==> src/rtl/core/vtt_pkg.sv <==
// ----------------------------------------------------------------------------
// vtt_pkg
// Types, code constants and the pair decode shared by the text transcoder.
// ----------------------------------------------------------------------------
package vtt_pkg;

	localparam int unsigned ByteW = 8;

	localparam logic [ByteW-1:0] ChA      = 8'h61;
	localparam logic [ByteW-1:0] ChE      = 8'h65;
	localparam logic [ByteW-1:0] ChI      = 8'h69;
	localparam logic [ByteW-1:0] ChO      = 8'h6F;
	localparam logic [ByteW-1:0] ChU      = 8'h75;
	localparam logic [ByteW-1:0] ChY      = 8'h79;
	localparam logic [ByteW-1:0] ChDLo    = 8'h64;
	localparam logic [ByteW-1:0] ChDUp    = 8'h44;
	localparam logic [ByteW-1:0] Dig1     = 8'h31;
	localparam logic [ByteW-1:0] Dig5     = 8'h35;
	localparam logic [ByteW-1:0] Dig6     = 8'h36;
	localparam logic [ByteW-1:0] Dig7     = 8'h37;
	localparam logic [ByteW-1:0] Dig8     = 8'h38;
	localparam logic [ByteW-1:0] Dig9     = 8'h39;

	localparam logic [ByteW-1:0] BaseA8   = 8'd128;
	localparam logic [ByteW-1:0] BaseA6   = 8'd134;
	localparam logic [ByteW-1:0] BaseE6   = 8'd140;
	localparam logic [ByteW-1:0] BaseO7   = 8'd146;
	localparam logic [ByteW-1:0] BaseO6   = 8'd152;
	localparam logic [ByteW-1:0] BaseU7   = 8'd158;
	localparam logic [ByteW-1:0] CodeDLo  = 8'd249;
	localparam logic [ByteW-1:0] CodeDUp  = 8'd250;

	localparam logic [ByteW-1:0] TONE_TAB [6][5] = '{
		'{8'd164, 8'd165, 8'd166, 8'd167, 8'd168},
		'{8'd169, 8'd170, 8'd171, 8'd172, 8'd173},
		'{8'd174, 8'd175, 8'd181, 8'd182, 8'd183},
		'{8'd184, 8'd190, 8'd198, 8'd199, 8'd208},
		'{8'd210, 8'd211, 8'd212, 8'd213, 8'd214},
		'{8'd215, 8'd216, 8'd221, 8'd222, 8'd248}
	};

	typedef struct packed {
		logic [ByteW-1:0] code;
		logic             last;
	} res_t;

	typedef struct packed {
		logic v0;
		res_t r0;
		logic v1;
		res_t r1;
	} step_t;

	typedef struct packed {
		logic             hit;
		logic [ByteW-1:0] code;
	} merge_t;

	function automatic logic is_base(input logic [ByteW-1:0] v);
		return v == BaseA8 || v == BaseA6 || v == BaseE6 ||
			v == BaseO7 || v == BaseO6 || v == BaseU7;
	endfunction

	function automatic merge_t merge_pair(input logic [ByteW-1:0] first,
			input logic [ByteW-1:0] second);
		merge_t     m;
		logic       digit;
		logic       vowel;
		logic [2:0] vi;
		logic [2:0] ti;
		digit = second >= Dig1 && second <= Dig5;
		ti    = second[2:0] - 3'd1;
		vowel = 1'b1;
		vi    = 3'd0;
		unique case (first)
			ChA: vi = 3'd0;
			ChE: vi = 3'd1;
			ChI: vi = 3'd2;
			ChO: vi = 3'd3;
			ChU: vi = 3'd4;
			ChY: vi = 3'd5;
			default: vowel = 1'b0;
		endcase
		m.hit  = 1'b1;
		m.code = '0;
		priority if (first == ChA && second == Dig8) m.code = BaseA8;
		else if (first == ChA && second == Dig6) m.code = BaseA6;
		else if (first == ChE && second == Dig6) m.code = BaseE6;
		else if (first == ChO && second == Dig7) m.code = BaseO7;
		else if (first == ChO && second == Dig6) m.code = BaseO6;
		else if (first == ChU && second == Dig7) m.code = BaseU7;
		else if (is_base(first) && digit) m.code = first + {5'd0, second[2:0]};
		else if (vowel && digit) m.code = TONE_TAB[vi][ti];
		else if (first == ChDLo && second == Dig9) m.code = CodeDLo;
		else if (first == ChDUp && second == Dig9) m.code = CodeDUp;
		else m.hit = 1'b0;
		return m;
	endfunction

endpackage

==> src/rtl/core/vtt_in_if.sv <==
// ----------------------------------------------------------------------------
// vtt_in_if
// Input channel of the text transcoder: one text byte per item.
// ----------------------------------------------------------------------------
interface vtt_in_if;
	logic       valid;
	logic       ready;
	logic [7:0] in_byte;
	logic       in_last;

	modport source (output valid, output in_byte, output in_last, input ready);
	modport sink (input valid, input in_byte, input in_last, output ready);
endinterface

==> src/rtl/core/vtt_out_if.sv <==
// ----------------------------------------------------------------------------
// vtt_out_if
// Output channel of the text transcoder: one transcoded byte per item.
// ----------------------------------------------------------------------------
interface vtt_out_if;
	logic       valid;
	logic       ready;
	logic [7:0] out_byte;
	logic       out_last;

	modport source (output valid, output out_byte, output out_last, input ready);
	modport sink (input valid, input out_byte, input out_last, output ready);
endinterface

==> src/rtl/core/vni_text_transcoder_unit.sv <==
// ----------------------------------------------------------------------------
// vni_text_transcoder_unit
// Streaming decoder of letter-plus-digit sequences into code-page bytes.
//
// rx takes one text byte per item with in_last marking the end of a string;
// tx gives one transcoded byte per item with out_last on the final byte.
// Both are valid/ready channels; an item moves when valid and ready are high.
// A byte is registered, then decoded against the held lookahead byte; a
// released byte and, on in_last, the flushed held byte go to the output
// register. One byte is taken per cycle while tx accepts; an item that
// yields two results holds the input while the spill stage drains.
// The lookahead byte holds results back: a byte leaves only when the next
// byte fails to pair with it, or at in_last.
// Reset clears the held byte and empties the input and output registers.
// When tx stalls, nothing is consumed and rx.ready drops once a byte waits.
// ----------------------------------------------------------------------------
module vni_text_transcoder_unit (
	input  logic      clk,
	input  logic      arst_n,
	vtt_in_if.sink    rx,
	vtt_out_if.source tx
);
	import vtt_pkg::*;

	logic  pend;
	logic  take;
	logic  consume;
	step_t step;

	assign consume = pend && take;

	vtt_merge u_merge (
		.clk     (clk),
		.arst_n  (arst_n),
		.rx      (rx),
		.consume (consume),
		.pend    (pend),
		.step    (step)
	);

	vtt_out_buf u_out_buf (
		.clk    (clk),
		.arst_n (arst_n),
		.push   (consume),
		.step   (step),
		.take   (take),
		.tx     (tx)
	);

endmodule

==> src/rtl/core/vtt_merge.sv <==
// ----------------------------------------------------------------------------
// vtt_merge
// Input register, lookahead byte and pair decode; yields up to two results.
// ----------------------------------------------------------------------------
module vtt_merge (
	input  logic          clk,
	input  logic          arst_n,
	vtt_in_if.sink        rx,
	input  logic          consume,
	output logic          pend,
	output vtt_pkg::step_t step
);
	import vtt_pkg::*;

	logic             v_s1;
	logic [ByteW-1:0] b_s1;
	logic             last_s1;
	logic             held_v_q;
	logic [ByteW-1:0] held_b_q;
	merge_t           m;
	logic             rel;
	logic [ByteW-1:0] nb;
	res_t             r_rel;
	res_t             r_fl;

	assign pend     = v_s1;
	assign rx.ready = !v_s1 || consume;

	always_ff @(posedge clk or negedge arst_n) begin
		if (!arst_n) begin
			v_s1 <= 1'b0;
		end else if (rx.ready) begin
			v_s1 <= rx.valid;
		end
	end

	always_ff @(posedge clk) begin
		if (rx.ready && rx.valid) begin
			b_s1    <= rx.in_byte;
			last_s1 <= rx.in_last;
		end
	end

	always_comb begin
		m     = merge_pair(held_b_q, b_s1);
		rel   = held_v_q && !m.hit;
		nb    = (held_v_q && m.hit) ? m.code : b_s1;
		r_rel = '{code: held_b_q, last: 1'b0};
		r_fl  = '{code: nb, last: 1'b1};
		if (rel) begin
			step = '{v0: 1'b1, r0: r_rel, v1: last_s1, r1: r_fl};
		end else begin
			step = '{v0: last_s1, r0: r_fl, v1: 1'b0, r1: r_fl};
		end
	end

	always_ff @(posedge clk or negedge arst_n) begin
		if (!arst_n) begin
			held_v_q <= 1'b0;
			held_b_q <= '0;
		end else if (consume) begin
			held_v_q <= !last_s1;
			held_b_q <= last_s1 ? '0 : nb;
		end
	end

endmodule

==> src/rtl/core/vtt_out_buf.sv <==
// ----------------------------------------------------------------------------
// vtt_out_buf
// Output register with a spill stage for the second result of an item.
// ----------------------------------------------------------------------------
module vtt_out_buf (
	input  logic           clk,
	input  logic           arst_n,
	input  logic           push,
	input  vtt_pkg::step_t step,
	output logic           take,
	vtt_out_if.source      tx
);
	import vtt_pkg::*;

	logic out_v_q;
	res_t out_q;
	logic spill_v_q;
	res_t spill_q;

	assign take        = !spill_v_q && (!out_v_q || tx.ready);
	assign tx.valid    = out_v_q;
	assign tx.out_byte = out_q.code;
	assign tx.out_last = out_q.last;

	always_ff @(posedge clk or negedge arst_n) begin
		if (!arst_n) begin
			out_v_q   <= 1'b0;
			spill_v_q <= 1'b0;
		end else if (spill_v_q) begin
			if (tx.ready) begin
				spill_v_q <= 1'b0;
			end
		end else if (push) begin
			out_v_q   <= step.v0;
			spill_v_q <= step.v1;
		end else if (out_v_q && tx.ready) begin
			out_v_q <= 1'b0;
		end
	end

	always_ff @(posedge clk) begin
		if (spill_v_q) begin
			if (tx.ready) begin
				out_q <= spill_q;
			end
		end else if (push) begin
			out_q   <= step.r0;
			spill_q <= step.r1;
		end
	end

endmodule

==> src/flat_wrapper.sv <==
// flat-port wrapper written by rule: the top's interface ports become plain ports
module vni_text_transcoder_unit_flat import vtt_pkg::*;
  (clk, arst_n, rx_valid, rx_in_byte, rx_in_last, rx_ready, tx_valid, tx_out_byte, tx_out_last, tx_ready);
  vtt_in_if rx_i ();
  vtt_out_if tx_i ();
  input  logic clk;
  input  logic arst_n;
  input wire logic [$bits(rx_i.valid)-1:0] rx_valid;
  input wire logic [$bits(rx_i.in_byte)-1:0] rx_in_byte;
  input wire logic [$bits(rx_i.in_last)-1:0] rx_in_last;
  output wire logic [$bits(rx_i.ready)-1:0] rx_ready;
  output wire logic [$bits(tx_i.valid)-1:0] tx_valid;
  output wire logic [$bits(tx_i.out_byte)-1:0] tx_out_byte;
  output wire logic [$bits(tx_i.out_last)-1:0] tx_out_last;
  input wire logic [$bits(tx_i.ready)-1:0] tx_ready;
  assign rx_i.valid = rx_valid;
  assign rx_i.in_byte = rx_in_byte;
  assign rx_i.in_last = rx_in_last;
  assign rx_ready = rx_i.ready;
  assign tx_valid = tx_i.valid;
  assign tx_out_byte = tx_i.out_byte;
  assign tx_out_last = tx_i.out_last;
  assign tx_i.ready = tx_ready;
  vni_text_transcoder_unit u_core (.clk(clk), .arst_n(arst_n), .rx(rx_i), .tx(tx_i));
endmodule
==> config.mk <==
export PLATFORM = sky130hd
export DESIGN_NAME = vni_text_transcoder_unit_flat
export DESIGN_NICKNAME = d
export VERILOG_FILES = /design/src/rtl/core/vtt_pkg.sv /design/src/rtl/core/vtt_in_if.sv /design/src/rtl/core/vtt_out_if.sv /design/src/rtl/core/vni_text_transcoder_unit.sv /design/src/rtl/core/vtt_merge.sv /design/src/rtl/core/vtt_out_buf.sv /design/src/flat_wrapper.sv
export SDC_FILE = /design/constraint.sdc
export NUM_CORES = 1
export LEC_CHECK = 0
export ABC_CLOCK_PERIOD_IN_PS = 5000
export BUFFER_PORTS_ARGS = -buffer_cell sky130_fd_sc_hd__clkbuf_2
export CAP_MARGIN = 10
export CORE_MARGIN = 8
export CORE_UTILIZATION = 47
export CTS_CLUSTER_DIAMETER = 150
export DETAILED_ROUTE_END_ITERATION = 6
export PLACE_DENSITY = 0.72
export SETUP_SLACK_MARGIN = 0.02
export SLEW_MARGIN = 20
export SYNTH_ARGS = -nofsm -noshare
export SYNTH_HDL_FRONTEND = slang
export SYNTH_HIERARCHICAL = 1
export SYNTH_SLANG_ARGS = --single-unit
==> constraint.sdc <==
create_clock -name clk -period 5 [get_ports clk]
set_clock_uncertainty 0.1 [all_clocks]
set_input_delay 1 -clock clk [delete_from_list [all_inputs] [get_ports clk]]
set_output_delay 1 -clock clk [all_outputs]
set_load 0.1 [all_outputs]
Word level (Yosys, flattened, before mapping)
Memories as Yosys holds them, arrays and structs flattened.
Cells that the tools add are included.
{ "totals": {"register_bits": 39, "romBits": 320, "in_bits": 13, "out_inout_bits": 11, "wordCells": 113, "memories": 1} }
{ "memory_table": {"columns": ["name", "words", "word_bits", "rd", "rd_clocked_by_memory_dff", "wr", "line_no", "rtl"], "rows": [
  ["(name not given)", 8, 40, 1, 0, 0, "vtt_pkg.sv:93", "else if (vowel && digit) m.code = TONE_TAB[vi][ti];"]
]} }
{ "op_classes": {"n_addsub": 2, "order_cmp": 4, "eq_ne": 19, "mux": 38, "n_bitwise": 3, "reduce_logical": 35} }
{ "op_table": {"columns": ["op", "count"], "rows": [
  ["2-to-1 mux 8 bit", 14],
  ["2-to-1 mux 40 bit", 2],
  ["== test 8 x 7 -> 1 bit, second input constant", 8],
  ["== test 8 bit, second input constant", 6],
  ["== test 8 x 6 -> 1 bit, second input constant", 4],
  ["2-to-1 mux 9 bit", 3],
  ["binary-select mux 8 bit (select 3 bit)", 1],
  ["2-to-1 mux 20 bit", 1],
  ["logical AND 1 bit", 17],
  ["2-to-1 mux 1 bit", 16],
  ["case mux 3 bit (5 select lines)", 1],
  ["adder 8 x 3 -> 8 bit", 1],
  [">= comparator 4 bit, second input constant", 2],
  [">= comparator 8 x 6 -> 1 bit, second input constant", 1],
  ["less-or-equal comparator 8 x 6 -> 1 bit, second input constant", 1],
  ["inverter 3 -> 4 bit", 2],
  ["logical OR 1 bit", 7],
  ["AND reduction 2 bit", 3],
  ["OR reduction 6 bit", 1],
  ["logical NOT 1 bit", 5],
  ["nonzero test 2 bit", 2],
  ["subtractor 3 x 1 -> 3 bit, second input constant", 1],
  ["inequality test 2 bit, second input constant", 1],
  ["inverter 1 bit", 1]
]} }

Longest topological paths before layout
Gate-level depths: netlist (run 1).
{ "depth": {"depth_word": 21, "mapped_depth": 15, "ltp_nobuf": 12} }

By module
The synthesis (run 1) kept the hierarchy.
{ "by_module_without_submodules": {"columns": ["mod", "n_inst", "cells_per_inst", "area_each_um2", "seq_area_each_um2"], "rows": [
  ["vtt_merge", 1, 285, 2413.6, 520.5],
  ["vtt_out_buf", 1, 37, 782.0, 590.6],
  ["vni_text_transcoder_unit", 1, 1, 6.3, 0.0]
]} }

Worst setup path before layout (run 1)
OpenSTA, ideal clock, no wires.
{ "synth_path": {"kind": "register to register", "startpoint": "register u_core.u_merge.held_b_q[0]", "endpoint": "register u_core.u_out_buf.out_q, in the netlist u_core/u_out_buf/tx.out_byte[0], data pin", "setup_time_ns": 0.260, "arrival_ns": 3.248, "required_time_ns": 4.640, "slack_ns": 1.391, "path_stages_with_launch": 14, "n_path_buf": 3, "period_less_slack_ns": 3.609, "path_cell_list": "dfrtp_1 buf_2 and4b_1 buf_2 buf_2 nand2_1 or3_1 ha_1 and3b_1 a221o_1 a211o_1 a32o_1 mux2_4 mux2_4"} }
{ "synth_rtl": {"columns": ["item", "line_no", "rtl"], "rows": [
  ["start, declared", "vtt_merge.sv:19", "logic [ByteW-1:0] held_b_q;"],
  ["start signal, assigned", "vtt_merge.sv:63", "held_b_q <= last_s1 ? '0 : nb;"],
  ["end signal, assigned", "vtt_out_buf.sv:44", "out_q <= spill_q;"],
  ["end signal, assigned", "vtt_out_buf.sv:47", "out_q <= step.r0;"],
  ["end, declared", "vtt_out_buf.sv:16", "res_t out_q;"]
]} }

==> run_results.csv, run 1 <==
group,metric,value,unit
clocking,cts_buffers,5,
run,drv_cap,0,
drt,route.detailed.drc,0,
critical_path,r2r_cells,9,
synthesis,synthCells,323,
sta,maxSlewHeadroom,39.92,%
cells_and_area,syn_to_final_growth,5.784,%
power,ir_drop,0.4894,mV
clocking,clk_latency,0.29,ns
clocking,cts_hold_buf,0,
synthesis,synth_flop_cell,"edfxtp_1",
floorplanning,dieArea,0.009709,mm2
critical_path,worstReg2RegEnd,"u_core/u_out_buf/tx.out_byte[1]$_DFFE_PP_",
critical_path,crit_path_start,"u_core/u_merge/held_b_q[1]$_DFFE_PN0P_",
drt,dr.pass1.iters,5,
drt,viasPerCell,6.500,
clocking,cts_resized,0,
clocking,clkTransAtPathRegs,0.08,ns
floorplanning,io-pin-count,24,
critical_path,cp.required,4.95,ns
clocking,post_cts_buffers,0,
clocking,cts_buffer_depth,2,
global_route,first_global_vias,2620,
floorplanning,design.core.area,0.006681,mm2
sta,max_slew.worst_pin.slew,0.9013,ns
drt,drt_iter0_drc,311,
global_route,grt-ovfl-total,0,
placement,placedCellCount,406,
clocking,cts-root-buf,"clkbuf_8",
critical_path,worstPathArrival,4.12,ns
run_status,status,"finished clean",
global_route,grt_pass1_wl,13.47,mm
floorplanning,die_x,98.54,um
placement,dp_hpwl,6.059,mm
floorplanning,rows,30,
cells_and_area,nets,362,
clocking,cts_tree,"yes",
critical_path,end_kind,"flip-flop",
synthesis,yosys_warnings,6,
critical_path,cp-endpoint,"u_core/u_out_buf/tx.out_byte[1]$_DFFE_PP_",
cells_and_area,final_cell_mix,"27 x nand2_1, 27 x edfxtp_1, 23 x clkbuf_2",
synthesis,synthDistinctLibCells,71,
synthesis,synth_edf_count,27,
sta,tns,0,ns
sta,rsz0062_at_grt,"no",
synthesis,syn_area,0.003202,mm2
drt,drtAntennaViolNets,0,
drt,wl_per_cell,19.69,um
cells_and_area,diodes,0,
synthesis,ys_ff_latch,39,
hold_path,hold_path.class,"flip-flop to flip-flop",
critical_path,worstPathMaxFanout,23,
clocking,cts.sink_count,39,
critical_path,start_kind,"flip-flop",
drt,drt_wl_total,8.152,mm
floorplanning,start_util,47.92,%
critical_path,reg2reg_slack,0.83,ns
synthesis,synth.yosys.seq_area_share,34.70,%
drt,vias,2691,
power,p_per_area,630.0,mW/mm2
floorplanning,fp.dieH,98.54,um
sta,finalCriticalPeriod,4.166,ns
placement,port_buffers,23,
sta,fin_crit_sh,83.33,%
placement,gp_congestion,0.9479,
global_route,grt_max_degree,24,
global_route,grt.total_usage,17.05,%
global_route,antenna_found_initial,0,
clocking,htree_levels,2,
sta,fmax,0.2400,GHz
sta,slew_violations,0,
cells_and_area,stdcell_count,414,
critical_path,reg2reg_from,"u_core/u_merge/held_b_q[1]$_DFFE_PN0P_",
power,leakage,1.331,nW
sta,hold_violations,0,
synthesis,avgSynthCellArea,9.913,um2
power,p_total,2.134,mW
synthesis,async_flop_share,30.77,%
cells_and_area,nFillCells,628,
synthesis,syn_nets,352,
cells_and_area,layout-drive-gt1-share,20.66,%
critical_path,path_class,"flip-flop to flip-flop",
sta,finalSetupViolCount,0,
## cells by family (layout without fill, tap and decap cells)
| logic type | Yosys count | in the layout | share of synthesized area, % |
|---|---|---|---|
| other | 1 | 1 | 0.1171 |
| XOR/XNOR | 11 | 11 | 3.243 |
| AND/OR/NAND/NOR | 105 | 105 | 20.40 |
| flip-flops | 39 | 39 | 34.70 |
| multiplexers | 16 | 16 | 6.565 |
| buffers and inverters | 40 | 51 | 6.291 |
| AO/OA/AOI/OAI | 95 | 95 | 22.20 |
| adder cells (fa/ha/maj) | 16 | 16 | 6.487 |
## state kept, by name, summed over array words and instances, names as in the netlist
name / flops
u_core/u_out_buf/tx.valid: 1
u_core/u_out_buf/tx.out_last: 1
u_core/u_merge/b_s1: 8
u_core/u_out_buf/spill_q: 9
u_core/u_merge/held_b_q: 8
u_core/u_merge/last_s1: 1
u_core/u_merge/pend: 1
u_core/u_out_buf/spill_v_q: 1
u_core/u_merge/held_v_q: 1
u_core/u_out_buf/tx.out_byte: 8
## critical path, stage by stage, from the launching register on
cell	delay [ns]
dfrtp_1	0.68
and4b_1	0.49
o31ai_1	0.58
ha_1	0.31
o21ai_0	0.09
o21ai_0	0.26
a21oi_1	0.13
o41ai_1	0.76
o211ai_1	0.20
mux2_4	0.31
## Yosys cell counts (8+ instances only)
| library cell | instances | share of area, % |
|---|---|---|
| nor2_1 | 16 | 1.9 |
| o21ai_0 | 15 | 2.3 |
| dfrtp_1 | 12 | 9.4 |
| inv_1 | 15 | 1.8 |
| ha_1 | 15 | 5.9 |
| nor2b_1 | 9 | 1.8 |
| buf_2 | 17 | 2.7 |
| mux2_4 | 8 | 3.8 |
| nand2_1 | 27 | 3.2 |
| a21oi_1 | 16 | 2.5 |
| a22o_1 | 8 | 2.2 |
| mux2_2 | 8 | 2.8 |
| edfxtp_1 | 27 | 25 |
## power breakdown
group / switching [mW] / leakage, nW / internal (mW)
Sequential: 0.211 / 0.410 / 0.528
Combinational: 0.793 / 0.879 / 0.401
Clock: 0.103 / 0.0422 / 0.0979
## layer usage
layer	track usage [%]	part of all wire (%)
met4	6.848	2.3
met5	0	0
met1	22.33	44
met2	26.79	46
met3	3.453	7.2
## how the worst min path moves through the flow
| stage | from | end | slack [ns] | cells past startpoint |
|---|---|---|---|---|
| after floorplan | u_core/u_merge/last_s1$_DFFE_PP_ | u_core/u_merge/held_b_q[6]$_DFFE_PN0P_ | 0.38 | 1 |
| after global placement | u_core/u_merge/pend$_DFFE_PN0N_ | u_core/u_merge/pend$_DFFE_PN0N_ | 0.40 | 2 |
| after detailed placement | u_core/u_out_buf/tx.valid$_DFFE_PN0P_ | u_core/u_out_buf/tx.valid$_DFFE_PN0P_ | 0.41 | 1 |
| after CTS | u_core/u_out_buf/tx.valid$_DFFE_PN0P_ | u_core/u_out_buf/tx.valid$_DFFE_PN0P_ | 0.43 | 1 |
| after global routing | u_core/u_out_buf/tx.valid$_DFFE_PN0P_ | u_core/u_out_buf/tx.valid$_DFFE_PN0P_ | 0.45 | 1 |
| final | u_core/u_merge/pend$_DFFE_PN0N_ | u_core/u_merge/pend$_DFFE_PN0N_ | 0.43 | 2 |
## metrics by stage
step	area (um2)	utilization [%]	setup WS [ns]	hold WS, ns
2_1_floorplan	3202	-	1.391	0.3844
3_3_place_gp	3306	49.48	0.9838	0.3961
3_5_place_dp	3306	49.48	0.8711	0.4148
4_1_cts	3387	50.69	0.8770	0.4320
5_1_grt	3387	50.69	0.5753	0.4521
6_report	3387	50.69	0.8336	0.4265
## cell type report
type,count,area [um2],area share (%)
sequential,39,1111,32.80
clock buffer,7,76.32,2.253
tap,80,100.1,2.955
inverter,16,60.06,1.773
clock inverter,1,5.005,0.1478
multi-input combinational,244,1889,55.78
timing repair buffer,27,145.1,4.285
Note: power is estimated with default switching activity, not from simulation.
==> run 2, diff against run 1 <==
Settings changed: ABC_CLOCK_PERIOD_IN_PS 5000 to 3500, PLACE_DENSITY 0.72 to 0.74.
Clock period 5 ns to 3.5 ns, I/O delays scaled along.
==> run 2 against run 1 <==
  * Worst hold slack worse by 0.23 ns
  * Sequential share of layout area fell by 2.3 points
  * Register-to-register slack lost 0.70 ns
  * Fmax rose by 24%
==> run_results.csv, run 2 (synthesis results as in run 1) <==
group,metric,value,unit
critical_path,worstReg2RegEnd,"u_core/u_out_buf/tx.out_byte[0]$_DFFE_PP_",
critical_path,cp.required,3.44,ns
cells_and_area,nets,390,
critical_path,reg2reg_from,"u_core/u_merge/held_b_q[3]$_DFFE_PN0P_",
clocking,htree_levels,2,
critical_path,r2r_cells,10,
cells_and_area,final_cell_mix,"32 x buf_4, 27 x nand2_1, 27 x edfxtp_1",
drt,drt_wl_total,8.255,mm
global_route,grt_util_met1,22.59,%
critical_path,path_class,"flip-flop to flip-flop",
drt,route.detailed.drc,0,
cells_and_area,top_register,"u_core/u_out_buf/spill_q",
power,p_seq_share,27.1,%
cells_and_area,layout_commonest_cell,"buf_4",
drt,vias,2781,
power,ir_drop,0.6397,mV
global_route,grt_pass1_wl,13.49,mm
sta,rsz0062_at_grt,"no",
cells_and_area,diodes,0,
cells_and_area,stdcell_count,442,
placement,placedCellCount,434,
global_route,grt.total_usage,17.19,%
clocking,cts_hold_buf,0,
cells_and_area,syn_to_final_growth,13.79,%
run_status,status,"finished clean",
sta,fmax,0.2971,GHz
clocking,post_cts_buffers,0,
cells_and_area,seq_area,0.001112,mm2
drt,drt_iter0_drc,238,
sta,fin_crit_sh,96.17,%
critical_path,start_kind,"flip-flop",
placement,dp_hpwl,6.489,mm
drt,drtAntennaViolNets,0,
clocking,cts_resized,0,
power,p_total,3.220,mW
critical_path,worstPathArrival,3.30,ns
sta,finalCriticalPeriod,3.366,ns
global_route,antenna_found_initial,0,
critical_path,reg2reg_slack,0.13,ns
sta,hold_violations,0,
floorplanning,start_util,47.92,%
floorplanning,fp.dieH,98.54,um
global_route,grt_max_degree,22,
global_route,met3_usage,3.242,%
power,leakage,1.488,nW
cells_and_area,layout-drive-gt1-share,28.73,%
sta,finalSetupViolCount,0,
placement,port_buffers,23,
global_route,grt-busiest-layer,"met2",
placement,gp_congestion,0.9640,
power,p_sw,1.620,mW
run,drv_cap,0,
sta,max_slew.worst_pin.slew,0.5699,ns
cells_and_area,multi_input_area,0.001932,mm2
floorplanning,io-pin-count,24,
hold_path,hold_path.class,"input pin to async pin",
floorplanning,dieArea,0.009709,mm2
sta,tns,0,ns
drt,wl_per_cell,18.68,um
global_route,first_global_vias,2685,
power,p_int,1.600,mW
power,swShare,50.30,%
cells_and_area,largest_reg_flops,9,
clocking,clkTransAtPathRegs,0.08,ns
floorplanning,design.core.area,0.006681,mm2
sta,setup_ws,0.1341,ns
floorplanning,die_x,98.54,um
critical_path,worstPathMaxFanout,8,
placement,dp_slack,0.1657,ns
clocking,clk_latency,0.28,ns
clocking,cts_buffer_depth,2,
clocking,cts_tree,"yes",
sta,maxSlewHeadroom,61.69,%
drt,dr.pass1.iters,5,
power,p_clk_share,9.0,%
drt,viasPerCell,6.292,
critical_path,end_kind,"flip-flop",
power,pwr-share-comb,64.0,%
clocking,cts.sink_count,39,
floorplanning,rows,30,
sta,slew_violations,0,
clocking,cts_buffers,5,
clocking,cts-root-buf,"clkbuf_8",
global_route,met2_usage,27.21,%
cells_and_area,nFillCells,599,
power,p_per_area,883.7,mW/mm2
global_route,grt-ovfl-total,0,
## run 2: layout make-up
class,count,area share (%)
tap,80,2.747
multi-input combinational,244,53.02
clock buffer,5,1.889
inverter,16,1.648
sequential,39,30.53
clock inverter,3,0.4121
timing repair buffer,55,9.753
## run 2: power groups by stage
stage	sequential [mW]	clock [mW]	combinational, mW
final	0.871	0.289	2.06
after global routing	0.900	0.315	2.19
after CTS	0.868	0.293	2.05
after detailed placement	0.879	0	2.04
after global placement	0.872	0	2.01
after floorplan	1.29	0	1.15
## run 2: how the worst max path moves through the flow
stage	from	to	slack, ns	cells after the start
after floorplan	u_core/u_merge/held_b_q[0]$_DFFE_PN0P_	u_core/u_out_buf/tx.out_byte[0]$_DFFE_PP_	0.03	13
after global placement	u_core/u_merge/held_b_q[4]$_DFFE_PN0P_	u_core/u_out_buf/tx.out_byte[7]$_DFFE_PP_	0.20	10
after detailed placement	u_core/u_merge/held_b_q[1]$_DFFE_PN0P_	u_core/u_out_buf/tx.out_byte[0]$_DFFE_PP_	0.17	10
after CTS	u_core/u_merge/held_b_q[1]$_DFFE_PN0P_	u_core/u_out_buf/tx.out_byte[0]$_DFFE_PP_	0.14	10
after global routing	u_core/u_merge/held_b_q[7]$_DFFE_PN0P_	u_core/u_out_buf/tx.out_byte[0]$_DFFE_PP_	0.03	10
final	u_core/u_merge/held_b_q[3]$_DFFE_PN0P_	u_core/u_out_buf/tx.out_byte[0]$_DFFE_PP_	0.13	10
## run 2: stage by stage
step | utilization (%) | hold slack, ns | area [um2]
finish | 54.53 | 0.1948 | 3643
global placement | 52.88 | 0.3946 | 3533
floorplan | - | 0.3044 | 3227
CTS | 54.14 | 0.2037 | 3617
detailed placement | 52.88 | 0.4082 | 3533
global route | 54.53 | 0.2079 | 3643
## run 2: routing by layer
metal  part of all wire (%)  wire, um
met2                     45      3730
met3                    7.2       591
met5                      0         0
met4                    3.4       282
met1                     44      3650
## run 2: critical path, stage by stage, from the launching register on
cell      delay [ns]
dfrtp_1         0.47
and4bb_2        0.30
o31ai_2         0.26
buf_4           0.20
ha_4            0.22
and3b_1         0.19
a221o_1         0.28
a211o_1         0.28
a32o_1          0.30
mux2_4          0.27
mux2_4          0.26
==> run 3, diff against run 2 <==
Settings changed: GPL_TIMING_DRIVEN set to 0.
==> run 3 against run 2 <==
  * The run now ends with setup timing left
  * Setup slack worse by 0.18 ns
  * Critical path depth is 3 higher
  * Global-route usage is 2.1 points higher
  * Sequential power hardly changed
  * Core utilization is 4.9 points higher
  * Combinational power is 11% higher
  * Register-to-register slack worse by 0.18 ns
  * Non-clock buffer count is 15 higher
  * Clock-buffer cell count is 1 higher
  * Worst hold slack better by 0.0011 ns
  * Clock power is 51% higher
  * Critical endpoint unchanged
  * Largest power group unchanged
  * Highest routed layer unchanged
==> run_results.csv, run 3 (synthesis results as in run 1) <==
group,metric,value,unit
run_status,status,"complete, but fails checks",
run_status,violations,"setup timing",
drt,drtAntennaViolNets,0,
placement,dp_hpwl,6.405,mm
power,p_int,1.858,mW
drt,vias,2971,
cells_and_area,top_register,"u_core/u_out_buf/spill_q",
sta,maxSlewHeadroom,58.43,%
floorplanning,start_util,47.92,%
drt,route.detailed.drc,0,
drt,wl_per_cell,20.58,um
cells_and_area,stdcell_count,457,
critical_path,start_kind,"flip-flop",
floorplanning,rows,30,
cells_and_area,largest_reg_flops,9,
sta,tns,-0.04772,ns
sta,finalSetupViolCount,1,
critical_path,reg2reg_from,"u_core/u_merge/held_b_q[0]$_DFFE_PN0P_",
power,leakage,1.602,nW
critical_path,crit_path_start,"u_core/u_merge/held_b_q[0]$_DFFE_PN0P_",
sta,fmax,0.2819,GHz
clocking,cts_hold_buf,0,
clocking,cts_buffers,5,
critical_path,cp.required,3.45,ns
floorplanning,io-pin-count,24,
power,p_sw,1.734,mW
power,pwr-share-comb,63.6,%
placement,port_buffers,23,
sta,holdWs,0.1959,ns
run,drv_cap,0,
drt,viasPerCell,6.501,
floorplanning,design.core.area,0.006681,mm2
cells_and_area,nets,405,
cells_and_area,syn_to_final_growth,24.11,%
critical_path,critPathTopFamily,"compound AO/OA/AOI/OAI gates",
power,p_per_area,903.9,mW/mm2
critical_path,cpMaxStageDelayCell,"dfrtp_1",
sta,setup_ws,-0.04772,ns
clocking,htree_levels,2,
sta,hold_violations,0,
clocking,clkTransAtPathRegs,0.08,ns
cells_and_area,diodes,0,
clocking,clk_latency,0.29,ns
placement,placedCellCount,426,
critical_path,r2r_cells,13,
global_route,grt_max_degree,13,
critical_path,slowest_delay,0.38,ns
floorplanning,fp.dieH,98.54,um
critical_path,worstReg2RegEnd,"u_core/u_out_buf/tx.out_byte[0]$_DFFE_PP_",
global_route,antenna_found_initial,0,
clocking,cts.sink_count,39,
critical_path,crit_buf_inv,3,
cells_and_area,final_cell_mix,"27 x nand2_1, 27 x edfxtp_1, 26 x buf_4",
sta,rsz0062_at_grt,"yes",
power,p_seq_share,24.3,%
power,p_clk_share,12.1,%
drt,drt_wl_total,9.404,mm
sta,slew_violations,0,
power,p_total,3.592,mW
drt,dr.pass1.iters,6,
power,ir_drop,0.7230,mV
clocking,cts_buffer_depth,2,
cells_and_area,post-route-util,59.48,%
clocking,cts-root-buf,"clkbuf_8",
placement,gp_congestion,0.9918,
cells_and_area,layout-drive-gt1-share,36.07,%
global_route,grt-ovfl-total,0,
placement,dp_slack,-0.6493,ns
cells_and_area,nFillCells,537,
critical_path,end_kind,"flip-flop",
cells_and_area,fin_area,0.003974,mm2
critical_path,worstPathArrival,3.50,ns
critical_path,worstPathMaxFanout,4,
critical_path,path_cells,"buf_6 > and4b_1 > buf_6 > buf_8 > nand2_1 > or3_4 > ha_4 > and3b_1 > a221o_1 > a211o_1 > a32o_2 > mux2_4 > mux2_4",
sta,finalCriticalPeriod,3.548,ns
power,swShare,48.26,%
placement,placed_area,0.003442,mm2
hold_path,hold_path.class,"input pin to async pin",
clocking,cts_tree,"yes",
floorplanning,dieArea,0.009709,mm2
drt,drt_iter0_drc,331,
critical_path,reg2reg_slack,-0.05,ns
global_route,first_global_vias,2823,
sta,max_slew.worst_pin.slew,0.6207,ns
global_route,grt_pass1_wl,14.87,mm
global_route,grt.total_usage,19.25,%
critical_path,path_class,"flip-flop to flip-flop",
sta,fin_crit_sh,101.4,%
floorplanning,die_x,98.54,um
run 3: cell types whose count changed in the layout (fill, tap and decap cells not counted), sizes merged:
cell,change
buf,+13
clkbuf,+3
clkinv,-3
bufinv,+2
run 3: routing by layer:
metal	vias up	GRT usage [%]	part of all wire (%)
met3	50	3.665	9.2
met2	208	29.93	44
met1	1371	24.62	41
li1	1342	-	-
met5	-	0	0
met4	0	10.51	5.7
run 3: repair_timing:
item | in CTS | in global routing
buffers inserted | 17 | 7
endpoints found under the setup margin | 23 | 7
resized for setup | 43 | 12
pin swaps | 7 | 8
run 3: cell type report:
type	count	area (um2)	area share [%]
Clock inverter	2	60.06	1.511
Timing Repair Buffer	47	295.3	7.431
Inverter	16	62.56	1.574
Buffer	23	222.7	5.605
Clock buffer	6	72.57	1.826
Tap cell	80	100.1	2.519
Sequential cell	39	1115	28.05
Multi-Input combinational cell	244	2046	51.48
run 3: worst register-to-register path, cell delays in order (launching register included):
cell,delay [ns]
dfrtp_1,0.38
buf_6,0.12
and4b_1,0.21
buf_6,0.12
buf_8,0.09
nand2_1,0.05
or3_4,0.37
ha_4,0.27
and3b_1,0.21
a221o_1,0.30
a211o_1,0.28
a32o_2,0.30
mux2_4,0.26
mux2_4,0.26
run 3: power groups by stage:
stage	Combinational [mW]	Sequential, mW	Clock [mW]
after CTS	2.20	0.866	0.444
after detailed placement	1.95	0.888	0
after floorplan	1.15	1.29	0
after global placement	1.94	0.878	0
final	2.28	0.873	0.436
after global routing	2.41	0.893	0.462
run 3: worst max path at each step:
| stage | endpoint | slack [ns] | cells after the start |
|---|---|---|---|
| floorplan | u_core/u_out_buf/tx.out_byte[0]$_DFFE_PP_ | 0.03 | 13 |
| global placement | u_core/u_out_buf/tx.out_byte[3]$_DFFE_PP_ | -0.68 | 12 |
| detailed placement | u_core/u_out_buf/tx.out_byte[3]$_DFFE_PP_ | -0.65 | 12 |
| CTS | u_core/u_out_buf/tx.out_byte[3]$_DFFE_PP_ | 0.02 | 12 |
| global route | u_core/u_out_buf/tx.out_byte[0]$_DFFE_PP_ | -0.07 | 13 |
| finish | u_core/u_out_buf/tx.out_byte[0]$_DFFE_PP_ | -0.05 | 13 |
